### config.mk
export PLATFORM = sky130hd
export DESIGN_NAME = marker_length_deframer_core
export DESIGN_NICKNAME = d
export VERILOG_FILES = /design/src/rtl/mld_pkg.sv /design/src/rtl/marker_length_deframer_core.sv /design/src/rtl/mld_front.sv /design/src/rtl/mld_queue.sv /design/src/rtl/mld_back.sv
export SDC_FILE = /design/constraint.sdc
export NUM_CORES = 1
export LEC_CHECK = 0
export BUFFER_PORTS_ARGS = -buffer_cell sky130_fd_sc_hd__clkbuf_2
export CAP_MARGIN = 30
export CELL_PAD_IN_SITES_DETAIL_PLACEMENT = 1
export CELL_PAD_IN_SITES_GLOBAL_PLACEMENT = 1
export CORE_MARGIN = 2
export CORE_UTILIZATION = 35
export CTS_BUF_LIST = sky130_fd_sc_hd__clkbuf_2 sky130_fd_sc_hd__clkbuf_4 sky130_fd_sc_hd__clkbuf_8
export DETAILED_ROUTE_END_ITERATION = 12
export HOLD_SLACK_MARGIN = 0.05
export PLACE_DENSITY = 0.66
export SETUP_SLACK_MARGIN = 0.15
export SKIP_CTS_REPAIR_TIMING = 1
export SLEW_MARGIN = 20
export SYNTH_ARGS = -nofsm -noshare
export SYNTH_HDL_FRONTEND = slang
export SYNTH_SLANG_ARGS = --single-unit
### constraint.sdc
create_clock -name i_clk -period 4.7 [get_ports i_clk]
set_input_delay 0 -clock i_clk [delete_from_list [all_inputs] [get_ports i_clk]]
set_output_delay 0 -clock i_clk [all_outputs]
set_load 0.02 [all_outputs]
### src/rtl/mld_pkg.sv
// ----------------------------------------------------------------------------
// mld_pkg
// Shared types and constants for the marker/length deframer.
// ----------------------------------------------------------------------------
package mld_pkg;

    typedef enum logic [1:0] {
        PH_HUNT    = 2'd0,
        PH_MARK    = 2'd1,
        PH_LOW     = 2'd2,
        PH_PAYLOAD = 2'd3
    } t_phase;

    typedef enum logic {
        KIND_TEXT    = 1'b0,
        KIND_PAYLOAD = 1'b1
    } t_kind;

    // One classified input byte: up to three results of the same kind.
    typedef struct packed {
        logic [1:0] cnt;        // number of results, 1 to 3
        t_kind      kind;
        logic       frame_end;
        logic [7:0] b0;
        logic [7:0] b1;
        logic [7:0] b2;
    } t_rec;

    localparam logic [0:0]  REG_MARKER_BYTE   = 1'b0;
    localparam logic [0:0]  REG_MAX_PAYLOAD   = 1'b1;
    localparam logic [7:0]  MARKER_RESET      = 8'd62;
    localparam logic [15:0] MAX_PAYLOAD_RESET = 16'd255;

endpackage

### src/rtl/marker_length_deframer_core.sv
// Path: an accepted byte's record is written into the queue, then loaded
//   into the result register when that register is empty or being popped.
// Throughput: one byte per cycle while full is low; a rejected header yields
//   up to three text results, drained one per cycle by the result register
//   while the receiver pops, from a QUEUE_DEPTH-record queue, so full rises
//   only under sustained rejects or a stalled receiver. Reset: synchronous,
//   active low; clears phase, counts, queue, config and output-valid flag.
// ----------------------------------------------------------------------------
// marker_length_deframer_core
// Byte-serial deframer for marker / 16-bit LE length / payload frames.
// ----------------------------------------------------------------------------
module marker_length_deframer_core #(
    parameter int QUEUE_DEPTH = 4
) (
    input  logic        i_clk,
    input  logic        i_rst_n,
    // configuration
    input  logic        psel,
    input  logic        penable,
    input  logic        pwrite,
    input  logic [2:0]  paddr,
    input  logic [31:0] pwdata,
    output logic [31:0] prdata,
    output logic        pready,
    // byte input
    input  logic        push,
    output logic        full,
    input  logic [7:0]  i_in_byte,
    // results
    output logic        empty,
    input  logic        pop,
    output logic        o_kind,
    output logic [7:0]  o_out_byte,
    output logic        o_frame_end,
    output logic        o_last,
    output logic [31:0] o_frames_total,
    output logic [31:0] o_dropped_total
);

    logic [7:0]    r_marker_byte;
    logic [15:0]   r_max_payload;
    logic          accept;
    logic          rec_wr;
    mld_pkg::t_rec rec_wr_data;
    logic          rec_valid;
    mld_pkg::t_rec rec_rd_data;
    logic          rec_pop;

    assign pready = 1'b1;
    assign accept = push && !full;

    always_ff @(posedge i_clk) begin
        if (!i_rst_n) begin
            r_marker_byte <= mld_pkg::MARKER_RESET;
            r_max_payload <= mld_pkg::MAX_PAYLOAD_RESET;
        end else if (psel && penable && pwrite) begin
            case (paddr[2])
                mld_pkg::REG_MARKER_BYTE: r_marker_byte <= pwdata[7:0];
                mld_pkg::REG_MAX_PAYLOAD: r_max_payload <= pwdata[15:0];
                default: ;
            endcase
        end
    end

    always_comb begin
        case (paddr[2])
            mld_pkg::REG_MARKER_BYTE: prdata = {24'd0, r_marker_byte};
            mld_pkg::REG_MAX_PAYLOAD: prdata = {16'd0, r_max_payload};
            default:                  prdata = '0;
        endcase
    end

    mld_front u_front (
        .i_clk         (i_clk),
        .i_rst_n       (i_rst_n),
        .i_marker_byte (r_marker_byte),
        .i_max_payload (r_max_payload),
        .i_accept      (accept),
        .i_in_byte     (i_in_byte),
        .o_rec_valid   (rec_wr),
        .o_rec         (rec_wr_data)
    );

    mld_queue #(
        .DEPTH (QUEUE_DEPTH)
    ) u_queue (
        .i_clk      (i_clk),
        .i_rst_n    (i_rst_n),
        .i_wr       (rec_wr),
        .i_wr_data  (rec_wr_data),
        .o_full     (full),
        .o_rd_valid (rec_valid),
        .o_rd_data  (rec_rd_data),
        .i_rd       (rec_pop)
    );

    mld_back u_back (
        .i_clk           (i_clk),
        .i_rst_n         (i_rst_n),
        .i_rec_valid     (rec_valid),
        .i_rec           (rec_rd_data),
        .o_rec_pop       (rec_pop),
        .i_pop           (pop),
        .o_empty         (empty),
        .o_kind          (o_kind),
        .o_out_byte      (o_out_byte),
        .o_frame_end     (o_frame_end),
        .o_last          (o_last),
        .o_frames_total  (o_frames_total),
        .o_dropped_total (o_dropped_total)
    );

endmodule

### src/rtl/mld_front.sv
// ----------------------------------------------------------------------------
// mld_front
// Header parser: tracks frame phase and turns each accepted byte into a
// record of zero to three results.
// ----------------------------------------------------------------------------
module mld_front (
    input  logic           i_clk,
    input  logic           i_rst_n,
    input  logic [7:0]     i_marker_byte,
    input  logic [15:0]    i_max_payload,
    input  logic           i_accept,
    input  logic [7:0]     i_in_byte,
    output logic           o_rec_valid,
    output mld_pkg::t_rec  o_rec
);

    mld_pkg::t_phase r_phase, n_phase;
    logic [7:0]      r_lo, n_lo;
    logic [15:0]     r_left, n_left;
    logic [15:0]     len;

    assign len = {i_in_byte, r_lo};

    always_ff @(posedge i_clk) begin
        if (!i_rst_n) begin
            r_phase <= mld_pkg::PH_HUNT;
            r_left  <= '0;
        end else begin
            r_phase <= n_phase;
            r_left  <= n_left;
        end
        r_lo <= n_lo;
    end

    always_comb begin
        n_phase     = r_phase;
        n_lo        = r_lo;
        n_left      = r_left;
        o_rec_valid = 1'b0;
        o_rec       = '0;
        if (i_accept) begin
            case (r_phase)
                mld_pkg::PH_PAYLOAD: begin
                    o_rec_valid     = 1'b1;
                    o_rec.cnt       = 2'd1;
                    o_rec.kind      = mld_pkg::KIND_PAYLOAD;
                    o_rec.b0        = i_in_byte;
                    o_rec.frame_end = (r_left <= 16'd1);
                    if (r_left <= 16'd1) begin
                        n_phase = mld_pkg::PH_HUNT;
                        n_left  = '0;
                    end else begin
                        n_left = r_left - 16'd1;
                    end
                end
                mld_pkg::PH_LOW: begin
                    if (len == 16'd0 || len > i_max_payload) begin
                        // drop the marker, rescan both held bytes
                        o_rec_valid = 1'b1;
                        o_rec.kind  = mld_pkg::KIND_TEXT;
                        o_rec.b0    = i_marker_byte;
                        if (r_lo == i_marker_byte) begin
                            o_rec.cnt = 2'd1;
                            n_lo      = i_in_byte;
                            n_phase   = mld_pkg::PH_LOW;
                        end else begin
                            o_rec.b1 = r_lo;
                            if (i_in_byte == i_marker_byte) begin
                                o_rec.cnt = 2'd2;
                                n_phase   = mld_pkg::PH_MARK;
                            end else begin
                                o_rec.cnt = 2'd3;
                                o_rec.b2  = i_in_byte;
                                n_phase   = mld_pkg::PH_HUNT;
                            end
                        end
                    end else begin
                        n_left  = len;
                        n_phase = mld_pkg::PH_PAYLOAD;
                    end
                end
                mld_pkg::PH_MARK: begin
                    n_lo    = i_in_byte;
                    n_phase = mld_pkg::PH_LOW;
                end
                mld_pkg::PH_HUNT: begin
                    if (i_in_byte == i_marker_byte) begin
                        n_phase = mld_pkg::PH_MARK;
                    end else begin
                        o_rec_valid = 1'b1;
                        o_rec.cnt   = 2'd1;
                        o_rec.kind  = mld_pkg::KIND_TEXT;
                        o_rec.b0    = i_in_byte;
                    end
                end
                default: begin
                    n_phase = mld_pkg::PH_HUNT;
                end
            endcase
        end
    end

endmodule

### src/rtl/mld_queue.sv
// ----------------------------------------------------------------------------
// mld_queue
// Small record queue between the parser and the result stage.
// ----------------------------------------------------------------------------
module mld_queue #(
    parameter int DEPTH = 4
) (
    input  logic           i_clk,
    input  logic           i_rst_n,
    input  logic           i_wr,
    input  mld_pkg::t_rec  i_wr_data,
    output logic           o_full,
    output logic           o_rd_valid,
    output mld_pkg::t_rec  o_rd_data,
    input  logic           i_rd
);

    localparam int PW = (DEPTH > 1) ? $clog2(DEPTH) : 1;
    localparam int CW = $clog2(DEPTH + 1);

    mld_pkg::t_rec r_mem [DEPTH];
    logic [PW-1:0] r_wr_ptr, n_wr_ptr;
    logic [PW-1:0] r_rd_ptr, n_rd_ptr;
    logic [CW-1:0] r_count, n_count;
    logic          wr_en, rd_en;

    assign o_full     = (r_count == CW'(DEPTH));
    assign o_rd_valid = (r_count != '0);
    assign o_rd_data  = r_mem[r_rd_ptr];
    assign wr_en      = i_wr && !o_full;
    assign rd_en      = i_rd && o_rd_valid;

    always_comb begin
        n_wr_ptr = r_wr_ptr;
        n_rd_ptr = r_rd_ptr;
        n_count  = r_count;
        if (wr_en) begin
            n_wr_ptr = (r_wr_ptr == PW'(DEPTH - 1)) ? '0 : r_wr_ptr + 1'b1;
        end
        if (rd_en) begin
            n_rd_ptr = (r_rd_ptr == PW'(DEPTH - 1)) ? '0 : r_rd_ptr + 1'b1;
        end
        if (wr_en && !rd_en) begin
            n_count = r_count + 1'b1;
        end else if (rd_en && !wr_en) begin
            n_count = r_count - 1'b1;
        end
    end

    always_ff @(posedge i_clk) begin
        if (!i_rst_n) begin
            r_wr_ptr <= '0;
            r_rd_ptr <= '0;
            r_count  <= '0;
        end else begin
            r_wr_ptr <= n_wr_ptr;
            r_rd_ptr <= n_rd_ptr;
            r_count  <= n_count;
        end
        if (wr_en) begin
            r_mem[r_wr_ptr] <= i_wr_data;
        end
    end

endmodule

### src/rtl/mld_back.sv
// ----------------------------------------------------------------------------
// mld_back
// Result stage: expands each record into single results, keeps the running
// frame and dropped-byte counts, and holds the output register.
// ----------------------------------------------------------------------------
module mld_back (
    input  logic           i_clk,
    input  logic           i_rst_n,
    input  logic           i_rec_valid,
    input  mld_pkg::t_rec  i_rec,
    output logic           o_rec_pop,
    input  logic           i_pop,
    output logic           o_empty,
    output logic           o_kind,
    output logic [7:0]     o_out_byte,
    output logic           o_frame_end,
    output logic           o_last,
    output logic [31:0]    o_frames_total,
    output logic [31:0]    o_dropped_total
);

    logic        r_out_valid;
    logic [1:0]  r_idx;
    logic [31:0] r_frames, r_dropped;
    logic [31:0] n_frames, n_dropped;
    logic        load, is_last;
    logic [7:0]  sel_byte;

    assign o_empty   = !r_out_valid;
    assign load      = i_rec_valid && (!r_out_valid || i_pop);
    assign is_last   = (r_idx == i_rec.cnt - 2'd1);
    assign o_rec_pop = load && is_last;

    always_comb begin
        case (r_idx)
            2'd0:    sel_byte = i_rec.b0;
            2'd1:    sel_byte = i_rec.b1;
            default: sel_byte = i_rec.b2;
        endcase
        n_frames  = r_frames;
        n_dropped = r_dropped;
        if (i_rec.kind == mld_pkg::KIND_TEXT) begin
            n_dropped = r_dropped + 32'd1;
        end else if (i_rec.frame_end) begin
            n_frames = r_frames + 32'd1;
        end
    end

    always_ff @(posedge i_clk) begin
        if (!i_rst_n) begin
            r_out_valid <= 1'b0;
            r_idx       <= '0;
            r_frames    <= '0;
            r_dropped   <= '0;
        end else begin
            if (load) begin
                r_out_valid <= 1'b1;
                r_idx       <= is_last ? 2'd0 : r_idx + 2'd1;
                r_frames    <= n_frames;
                r_dropped   <= n_dropped;
            end else if (i_pop) begin
                r_out_valid <= 1'b0;
            end
        end
        if (load) begin
            o_kind          <= i_rec.kind;
            o_out_byte      <= sel_byte;
            o_frame_end     <= i_rec.frame_end;
            o_last          <= is_last;
            o_frames_total  <= n_frames;
            o_dropped_total <= n_dropped;
        end
    end

endmodule
# Word-level counts from Yosys, hierarchy flattened
# Memories as Yosys holds them, arrays and structs flattened. A register that Yosys moved wholly into a read port is not among the register bits.
# Index checks and enable logic that the tools add are counted.
# totals
ramBits,112
word_cells,118
n_memories,1
reg_bits,199
output_inout_bits,110
inputBits,50
# op_classes
addsub,9
muxes,44
bitwise_logic,1
order_cmp,2
reduce_logical,28
eq_ne,15
# memory_table
memory,depth,word_bits,rd,rd_clocked_by_memory_dff,write_ports,line_no,text
u_queue.r_mem,4,28,1,1,1,mld_queue.sv:21,mld_pkg::t_rec r_mem [DEPTH];
# op_table
op,count
32-bit 2-to-1 mux,3
"32-bit by 1-bit adder with 32-bit output, second input constant",2
16-bit 2-to-1 mux,4
32-bit one-hot mux with 2 select lines,1
16-bit one-hot mux with 2 select lines,1
8-bit one-hot mux with 2 select lines,2
28-bit 2-to-1 mux,1
24-bit 2-to-1 mux,1
8-bit 2-to-1 mux,3
8-bit one-hot mux with 3 select lines,1
2-bit 2-to-1 mux,11
8-bit equality test,2
16-bit greater-than comparator,1
"16-bit by 1-bit <= comparator with 1-bit output, second input constant",1
16-bit logical NOT,1
"16-bit by 1-bit subtractor with 16-bit output, second input constant",1
1-bit 2-to-1 mux,10
1-bit logical AND,9
3-bit 2-to-1 mux,3
3-bit one-hot mux with 3 select lines,1
"2-bit equality test, second input constant",4
"2-bit by 1-bit inequality test with 1-bit output, second input constant",4
2-bit one-hot mux with 4 select lines,1
2-bit nonzero test,4
other kinds (17),27

# Longest topological paths before layout
# Gate-level depths: netlist of run 1.
# logic_depth
ltp_word,10
mapped_depth,13
mapped_depth_nobuf,13

# Modules after synthesis
# Synthesis of run 1 repeated with hierarchy kept, for this count alone.
# unflattened
hier_cells,1301
hier_area_um2,15103.2
# by_module_without_submodules
mod,cells_per_inst,seq_area_each_um2,instances,area_per_inst_um2
mld_back,650,3593.4,1,6682.7
mld_queue,197,3543.4,1,4571.9
mld_front,316,600.6,1,2541.2
marker_length_deframer_core,138,480.5,1,1307.5

# Worst setup path after synthesis of run 1
# No wires, ideal clock.
# synth_timing
kind,register to register
start,reg u_queue.r_count[0]
end,reg u_back.r_frames[22]
arrival_ns,4.148
t_required_ns,4.572
stages_incl_launch_ff,10
slack_ns,0.425
setup_time_ns,0.128
n_path_buf,3
path_cell_list,dfxtp_1 nor3_1 or2_2 clkbuf_1 inv_1 clkbuf_1 clkbuf_1 nand3_1 xnor2_1 nor2_1
# synth_via
elab_chain_len,2
# synth_lines
item,line_no,text
from (decl),mld_queue.sv:24,"logic [CW-1:0] r_count, n_count;"
from (signal assigned),mld_queue.sv:58,r_count <= n_count;
3-bit nonzero test,mld_queue.sv:28,assign o_rd_valid = (r_count != '0);
1-bit logical AND,mld_back.sv:30,assign load = i_rec_valid && (!r_out_valid || i_pop);
via u_back.load,mld_back.sv:26,"logic load, is_last;"
to (signal assigned),mld_back.sv:59,r_frames <= n_frames;
to (decl),mld_back.sv:24,"logic [31:0] r_frames, r_dropped;"
# The timed path passes the listed nets, and every way through them passes these cells.
# A chain may end at the register's enable or synchronous reset.

# Worst setup path after layout of run 1
# layout_timing
start,reg r_max_payload[15]
end,reg u_queue.r_count[2]
# layout_via
elab_chain_len,9
# layout_lines
item,line_no,text
from (decl),marker_length_deframer_core.sv:41,logic [15:0] r_max_payload;
from (signal assigned),marker_length_deframer_core.sv:55,r_max_payload <= mld_pkg::MAX_PAYLOAD_RESET;
from (signal assigned),marker_length_deframer_core.sv:59,mld_pkg::REG_MAX_PAYLOAD: r_max_payload <= pwdata[15:0];
16-bit greater-than comparator *,mld_front.sv:57,if (len == 16'd0 || len > i_max_payload) begin
1-bit logical OR *,mld_front.sv:57,
1-bit 2-to-1 mux *,mld_front.sv:57,
1-bit one-hot mux with 3 select lines *,mld_front.sv:42,case (r_phase)
1-bit 2-to-1 mux *,mld_front.sv:41,if (i_accept) begin
1-bit logical AND *,mld_queue.sv:30,assign wr_en = i_wr && !o_full;
via u_queue.wr_en,mld_queue.sv:25,"logic wr_en, rd_en;"
1-bit logical NOT,mld_queue.sv:45,end else if (rd_en && !wr_en) begin
1-bit logical AND,mld_queue.sv:45,
2-bit nonzero test (no source line),--,
# Mark *: on every way through the listed nets, which the timed path passes. The rest lies on a longest branch.

==> results of run 1 <==
sequential cells by signal, indices dropped and copies added, names as in the netlist, 3 cells and up, named ones only:
signal / count
u_front.r_lo: 8
u_back.r_frames: 32
r_max_payload: 16
u_back.o_out_byte: 8
u_queue.r_count: 3
u_back.r_dropped: 32
u_back.o_frames_total: 32
u_queue.r_mem: 112
r_marker_byte: 8
u_front.r_left: 16
u_back.o_dropped_total: 32
metrics by stage:
| step | setup slack (ps) | power, mW | cell area (um2) |
|---|---|---|---|
| global placement | 1140 | 6.05 | 15700 |
| global route | 827 | 8.91 | 17200 |
| finish | 1030 | 8.45 | 17200 |
| floorplan | 425 | 5.38 | 14600 |
| detailed placement | 1050 | 6.13 | 15700 |
| CTS | 1050 | 8.58 | 16700 |
worst min-delay path: cells and delay by family:
family	cells	cell delay, ps
compound gates	1	120
buf+inv	1	90
simple gates	2	400
layer usage:
metal | GRT usage [%] | share of wire [%]
met3 | 3.26 | 4.5
met2 | 27.8 | 49
met4 | 5.11 | 2.2
met1 | 21.2 | 44
met5 | 0 | 0
power by group:
group          internal [mW]  switching [mW]
clock network           1.30            1.11
logic                  0.729            1.48
registers               3.62           0.206
total                   5.65            2.80
kinds of logic after synthesis:
kind of cell	after synthesis
other cells	2
compound gates	156
simple gates	476
xor+xnor	140
flops	313
fa+ha+maj	34
mux	42
buf+inv	125
cell type report:
| class | instances | share of cell area, % |
|---|---|---|
| clock buffer | 79 | 5.52 |
| clock inverter | 21 | 0.626 |
| inverter | 49 | 1.08 |
| multi-input combinational | 865 | 34.1 |
| sequential | 313 | 47.8 |
| tap | 532 | 3.87 |
| timing repair buffer | 186 | 7.00 |
final timing paths:
| path | startpoint | to | slack (ps) | cells after the start |
|---|---|---|---|---|
| setup / recovery | r_max_payload[15] | u_queue.r_count[2] | 1030 | 13 |
| hold / removal | pwrite | r_max_payload[12] | 30 | 4 |
| setup reg to reg | r_max_payload[15] | u_queue.r_count[2] | 1030 | 13 |
| hold reg to reg | r_max_payload[12] | r_max_payload[12] | 450 | 2 |
layout by cell type (no fill, tap or decap), drive strengths merged, types with 12 or more instances in the layout:
cell,instances
a22oi,19
ha,33
clkbuf,203
dlygate4sd3,47
nor4,17
nand2,122
edfxtp,195
xnor2,80
conb,17
and2,28
inv,48
buf,15
a21oi,50
nor2,141
nand3,44
xor2,60
or3,12
clkinv,20
nand4,35
dfxtp,118
nor3,40
mux4,28
o21ai,28
==> metrics.csv, run 1 <==
stage,metric,value,unit
run_status,run status,completed,
sta,transition time at the pin with the least slew margin,912,ps
setup_path,Worst path max stage delay,400,ps
die,number of I/O pins,160,
clocking,clock latency at the later pin of the worst-skew pair,610,ps
setup_path,required time of the worst setup path,5240,ps
layout,share of layout cells above drive strength 1,19.5,%
yosys,register bit total from synthesis,313,
yosys,fraction of the mapped netlist area in adder cells,2.97,%
clocking,number of buffers inserted during clock tree synthesis,54,
setup_path,top cell family by delay on the critical path,compound AO/OA/AOI/OAI gates,
drt,Routed wire per std cell,17.7,um
setup_path,"critical path fanouts, max",6,
setup_path,Slowest cell on crit path,a31oi_1,
sta,Fin Clk Skew,28.5,ps
yosys,share of the yosys chip area belonging to registers,56.4,%
setup_path,crit end category,flop,
setup_path,data arrival at the endpoint of the critical path,4200,ps
clocking,TritonCTS clock tree,built,
yosys,Mapped Avg Cell Area,11.3,um2
yosys,commonest register cell after synthesis,edfxtp_1,
sta,smallest hold slack,28.6,ps
layout,post-layout net count,1553,
layout,area of combinational cells with multiple inputs,0.00586,mm2
pwr,reported leakage power,6.33,nW
sta,count of pins over their slew limit,0,
sta,post-route setup TNS,0,ps
yosys,netlist area before placement,0.0146,mm2
drt,Post-DRT Antenna Nets,0,
sta,count of endpoints failing hold in the final timing report,0,
flow_run,number of max-cap violations,0,
sta,Final period util,78.0,%
drt,vias post-DR,10400,
die,Die Area,0.0433,mm2
yosys,dominant cell type by area after synthesis,edfxtp_1,
yosys,dominant combinational cell family by area after synthesis,simple AND/OR/NAND/NOR gates,
die,die extent in x,208,um
pwr,maximum ir drop on the vdd rail,0.186,mV
yosys,number of enable flip-flop cells after synthesis,195,
drt,via density per instance,5.08,
sta,Tmin final,3670,ps
clocking,Clk Tree Root Cell,clkbuf_8,
yosys,synthesized instance count,1288,
layout,flip-flop and latch area,0.00822,mm2
grt,Overflow after GRT,0,
setup_path,CP Launch Type,flop,
yosys,Yosys Warn Count,0,
sta,unrepaired setup endpoints after global routing,no,
placement,final HPWL from detailed placement,24.4,mm
yosys,most used standard cells in the synthesized netlist,"edfxtp_1, nor2_1, nand2_1, dfxtp_1, xnor2_1",
drt,drt first pass iters,5,
yosys,Synth async-reset ratio,0,%
placement,IO buf count,124,
grt,global-route wire length before repair,57.6,mm
hold_path,class of the tightest hold or removal check,in -> reg,
die,floorplan die height,208,um
drt,final wirelength,36.2,mm
grt,number of global-route vias before repair,10600,
yosys,leading post-synthesis cells by cell area,"edfxtp_1, dfxtp_1, xnor2_1",
yosys,leading cell type by number of instances after synthesis,edfxtp_1,
placement,placed instance count,1898,
yosys,"synthesized-area fraction occupied by ao, oa, aoi and oai cells",6.96,%
die,Rows,74,
clocking,clock transition at the register clock pins on the worst setup and hold paths after CTS,60,ps
sta,setup violation total in the final timing report,0,
sta,highest clock frequency the design can meet,273,MHz
layout,layout overhead on the synthesized area,18.0,%
grt,all-layer global routing usage,16.4,%
yosys,library cells used by synthesis,72,
layout,Layout fillers,4535,
placement,final estimated routing congestion in global placement,0.796,
clocking,number of clock sinks,313,
drt,number of DRC markers in iteration 0,447,
grt,maximum number of pins on one net before global-route repair,61,
layout,core occupancy in the finished layout,42.0,%
layout,count of non-filler cells in the finished layout,2045,
clocking,clock buffer depth,3,
setup_path,CP Buf/Inv Count,2,
pwr,power per cell area,492,mW/mm2
drt,DRC violations left,0,
die,standard cell core area,0.0409,mm2
die,Starting Density,35.6,%
yosys,area share of and/or/nand/nor cells after synthesis,16.0,%
layout,ant diodes,0,
yosys,multiplexer area fraction after synthesis,5.37,%
setup_path,worst setup path class,reg -> reg,
setup_path,cell-by-cell listing of the critical path,inv_1 > ha_1 > nand4_1 > or2_2 > a211oi_1 > o31ai_1 > a31oi_1 > ha_1 > inv_1 > fa_1 > xor2_1 > or3_1 > a21oi_1,
clocking,number of H-tree levels,2,
yosys,Yosys top cell area share,40.2,%
grt,number of antenna violations at the first check in global routing,0,
yosys,xor and xnor fraction of the mapped netlist area,8.47,%
sta,normalized max-slew margin,39.1,%
Power figures use the tool's default switching activity.
==> run 2: changes to the inputs <==
Settings changed: ABC_AREA set to 1, PLACE_DENSITY 0.66 to 0.69.
Clock period 4.7 ns to 3.8 ns, I/O delays scaled along.
==> run 2 against run 1 <==
  * Worst hold slack improved by 160 ps
  * Count of clock-buffer cells in the layout increased by 2
  * Non-clock buffer count decreased by 3
  * Register-to-register slack got worse by 340 ps
  * Fmax increased by 18%
  * Area after synthesis increased by 0.81%
  * Die area increased by 0.79%
  * Setup slack got worse by 340 ps
  * Via count increased by 13%
  * Clock power increased by 46%
  * Critical path type unchanged
  * Largest cell class unchanged
==> metrics.csv, run 2 <==
stage,metric,value,unit,change
clocking,TritonCTS clock tree,built,,
setup_path,top cell family by delay on the critical path,simple AND/OR/NAND/NOR gates,,
die,Starting Density,35.2,%,-0.35 points
yosys,commonest register cell after synthesis,edfxtp_1,,
grt,met1 global-route usage,23.5,%,+2.3 points
die,Rows,75,,+1.4%
placement,placed instance count,2235,,+18%
sta,transition time at the pin with the least slew margin,894,ps,-18.3 ps
die,number of I/O pins,160,,unchanged
layout,post-layout net count,1875,,+21%
grt,global-route wire length before repair,65.0,mm,+13%
clocking,clock transition at the register clock pins on the worst setup and hold paths after CTS,60,ps,about the same
placement,final HPWL from detailed placement,27.5,mm,+13%
grt,number of global-route vias before repair,12400,,+17%
drt,Post-DRT Antenna Nets,0,,unchanged
drt,via density per instance,4.94,,-2.7%
clocking,number of clock sinks,313,,unchanged
yosys,Yosys Warn Count,0,,unchanged
yosys,dominant cell type by area after synthesis,edfxtp_1,,
setup_path,required time of the worst setup path,4310,ps,-930 ps
yosys,netlist area before placement,0.0147,mm2,+0.81%
sta,Fin Clk Skew,24.6,ps,-3.90 ps
grt,GR met2 Demand/Resource,32.6,%,+4.8 points
die,floorplan die height,209,um,+0.39%
placement,Setup Slack @ Placement,492,ps,-554 ps
placement,final estimated routing congestion in global placement,0.802,,+0.82%
yosys,Synth async-reset ratio,0,%,unchanged
layout,layout overhead on the synthesized area,19.1,%,
sta,unrepaired setup endpoints after global routing,no,,
sta,highest clock frequency the design can meet,322,MHz,+18%
pwr,Clk pwr share,27.4,%,-1.2 points
layout,Largest register FFs,112,,unchanged
yosys,most used standard cells in the synthesized netlist,"nand2_1, inv_1, edfxtp_1, nor2_1, o21ai_0",,
sta,setup violation total in the final timing report,0,,unchanged
pwr,maximum ir drop on the vdd rail,0.386,mV,+110%
sta,count of pins over their slew limit,0,,unchanged
setup_path,cell-by-cell listing of the critical path,ha_1 > nand2_1 > inv_1 > nand2_1 > nand2_1 > nand2_1 > nand2_1 > nand2_1 > nand2_1 > nand2_1 > nand2_2 > nand2_4 > nand2_1 > nand2_1 > inv_1 > ha_1 > inv_1 > fa_1 > a21oi_1 > o21ai_0 > o21ai_0 > a21oi_1,,
layout,Layout fillers,4873,,+7.5%
sta,count of endpoints failing hold in the final timing report,0,,unchanged
yosys,leading cell type by number of instances after synthesis,nand2_1,,
drt,Routed wire per std cell,17.1,um,-3.2%
clocking,number of buffers inserted during clock tree synthesis,54,,unchanged
layout,most frequent standard cell in the layout excluding fill and tap cells,nand2_1,,
layout,count of non-filler cells in the finished layout,2375,,+16%
setup_path,CP Buf/Inv Count,3,,+1
clocking,number of H-tree levels,2,,unchanged
setup_path,crit end category,flop,,
yosys,share of the yosys chip area belonging to registers,56.0,%,-0.45 points
clocking,clock latency at the later pin of the worst-skew pair,630,ps,+20 ps
flow_run,number of max-cap violations,0,,unchanged
grt,most congested layer reported by global routing,met2,,
sta,Final period util,81.8,%,+3.7 points
grt,maximum number of pins on one net before global-route repair,55,,-9.8%
pwr,internal portion of total power,8.00,mW,+42%
yosys,register bit total from synthesis,313,,unchanged
grt,met3 routing resource usage after global routing,2.66,%,-0.60 points
drt,drt first pass iters,4,,-1
pwr,power per cell area,732,mW/mm2,+49%
pwr,reported leakage power,7.56,nW,+19%
setup_path,"critical path fanouts, max",17,,+11
grt,all-layer global routing usage,18.6,%,+2.2 points
setup_path,Slowest cell on crit path,edfxtp_1,,
setup_path,data arrival at the endpoint of the critical path,3620,ps,-580 ps
pwr,sw frac,37.5,%,+4.4 points
setup_path,CP Launch Type,flop,,
run_status,run status,completed,,
drt,vias post-DR,11700,,+13%
sta,worst setup slack after layout,693,ps,-338 ps
sta,normalized max-slew margin,40.4,%,+1.3 points
setup_path,Worst path max stage delay,470,ps,+70 ps
yosys,synthesized instance count,1614,,+25%
pwr,power share of the combinational group,30.7,%,+4.6 points
setup_path,worst setup path class,reg -> reg,,
setup_path,CP most frequent cell,nand2_1,,
pwr,Psw,4.80,mW,+71%
yosys,library cells used by synthesis,46,,-36%
sta,Tmin final,3110,ps,-562 ps
hold_path,class of the tightest hold or removal check,in -> reg,,
layout,most frequent cells in the layout,"nand2_1, inv_1, edfxtp_1",,
yosys,leading post-synthesis cells by cell area,"edfxtp_1, dfxtp_1, nand2_1",,
grt,Overflow after GRT,0,,unchanged
die,standard cell core area,0.0417,mm2,+1.8%
layout,share of layout cells above drive strength 1,15.1,%,-4.3 points
yosys,number of enable flip-flop cells after synthesis,195,,unchanged
placement,IO buf count,124,,unchanged
pwr,share of total power in sequential cells,41.9,%,-3.4 points
yosys,Yosys top cell area share,39.9,%,-0.32 points
die,die extent in x,209,um,+0.39%
drt,DRC violations left,0,,unchanged
grt,number of antenna violations at the first check in global routing,0,,unchanged
clocking,clock buffer depth,3,,unchanged
yosys,Mapped Avg Cell Area,9.10,um2,-20%
clocking,Clk Tree Root Cell,clkbuf_8,,
sta,post-route setup TNS,0,ps,unchanged
layout,largest register by flop count,u_queue.r_mem,,
drt,final wirelength,40.7,mm,+12%
die,Die Area,0.0436,mm2,+0.79%
drt,number of DRC markers in iteration 0,506,,+13%
[run 2: cell type report]
class                   count  area [um2]  share of cell area [%]
well taps                 539         674                    3.85
clock inverters            19         221                    1.27
multi-input cells        1025        5380                    30.7
diodes                      1        2.50                  0.0143
inverters                 214         803                    4.59
flip-flops and latches    313        8220                    47.0
clock buffers              81        1030                    5.87
repair buffers            183        1170                    6.71
[run 2: layer usage]
layer / vias up / part of all wire, %
met4: 0 / 2.4
met3: 69 / 3.3
met1: 5792 / 45
met5: - / 0
li1: 5696 / -
met2: 185 / 49
[run 2: path summary, 6_finish.rpt]
check                    startpoint                  to  slack, ps  depth (start not counted)
hold reg to reg   u_front.r_left[1]   u_front.r_left[1]        480                          2
setup / recovery    u_front.r_lo[2]  u_queue.r_count[2]        690                         22
hold / removal            pwdata[2]    r_marker_byte[2]        180                          4
setup reg to reg    u_front.r_lo[2]  u_queue.r_count[2]        690                         22
[run 2: worst reg2reg max path, delay by kind of cell (launching register included)]
family / cells / cell delay (ps)
compound gates: 4 / 490
flops: 1 / 470
buf+inv: 3 / 190
fa+ha+maj: 3 / 850
simple gates: 12 / 1010
[run 2: logic make-up after synthesis]
kind of cell	synth area share, %
flops	56.0
buf+inv	8.01
compound gates	11.0
simple gates	17.3
other cells	0.0511
xor+xnor	4.71
fa+ha+maj	2.95
[run 2: per-stage QoR]
| step | utilization (%) | cell area, um2 | hold WS (ps) | total power [mW] |
|---|---|---|---|---|
| 2_1_floorplan | - | 14700 | 98.9 | 8.00 |
| 3_3_place_gp | 38.0 | 15800 | 238 | 9.20 |
| 3_5_place_dp | 38.0 | 15800 | 252 | 9.38 |
| 4_1_cts | 41.0 | 17100 | -446 | 13.0 |
| 5_1_grt | 42.0 | 17500 | 184 | 13.6 |
| 6_report | 42.0 | 17500 | 184 | 12.8 |
[run 2: power by group through the flow]
| stage | clock [mW] | sequential (mW) | combinational [mW] |
|---|---|---|---|
| CTS | 3.61 | 5.39 | 3.97 |
| global placement | 0 | 5.41 | 3.79 |
| global route | 3.75 | 5.48 | 4.42 |
| floorplan | 0 | 5.86 | 2.14 |
| detailed placement | 0 | 5.45 | 3.94 |
| finish | 3.51 | 5.37 | 3.93 |
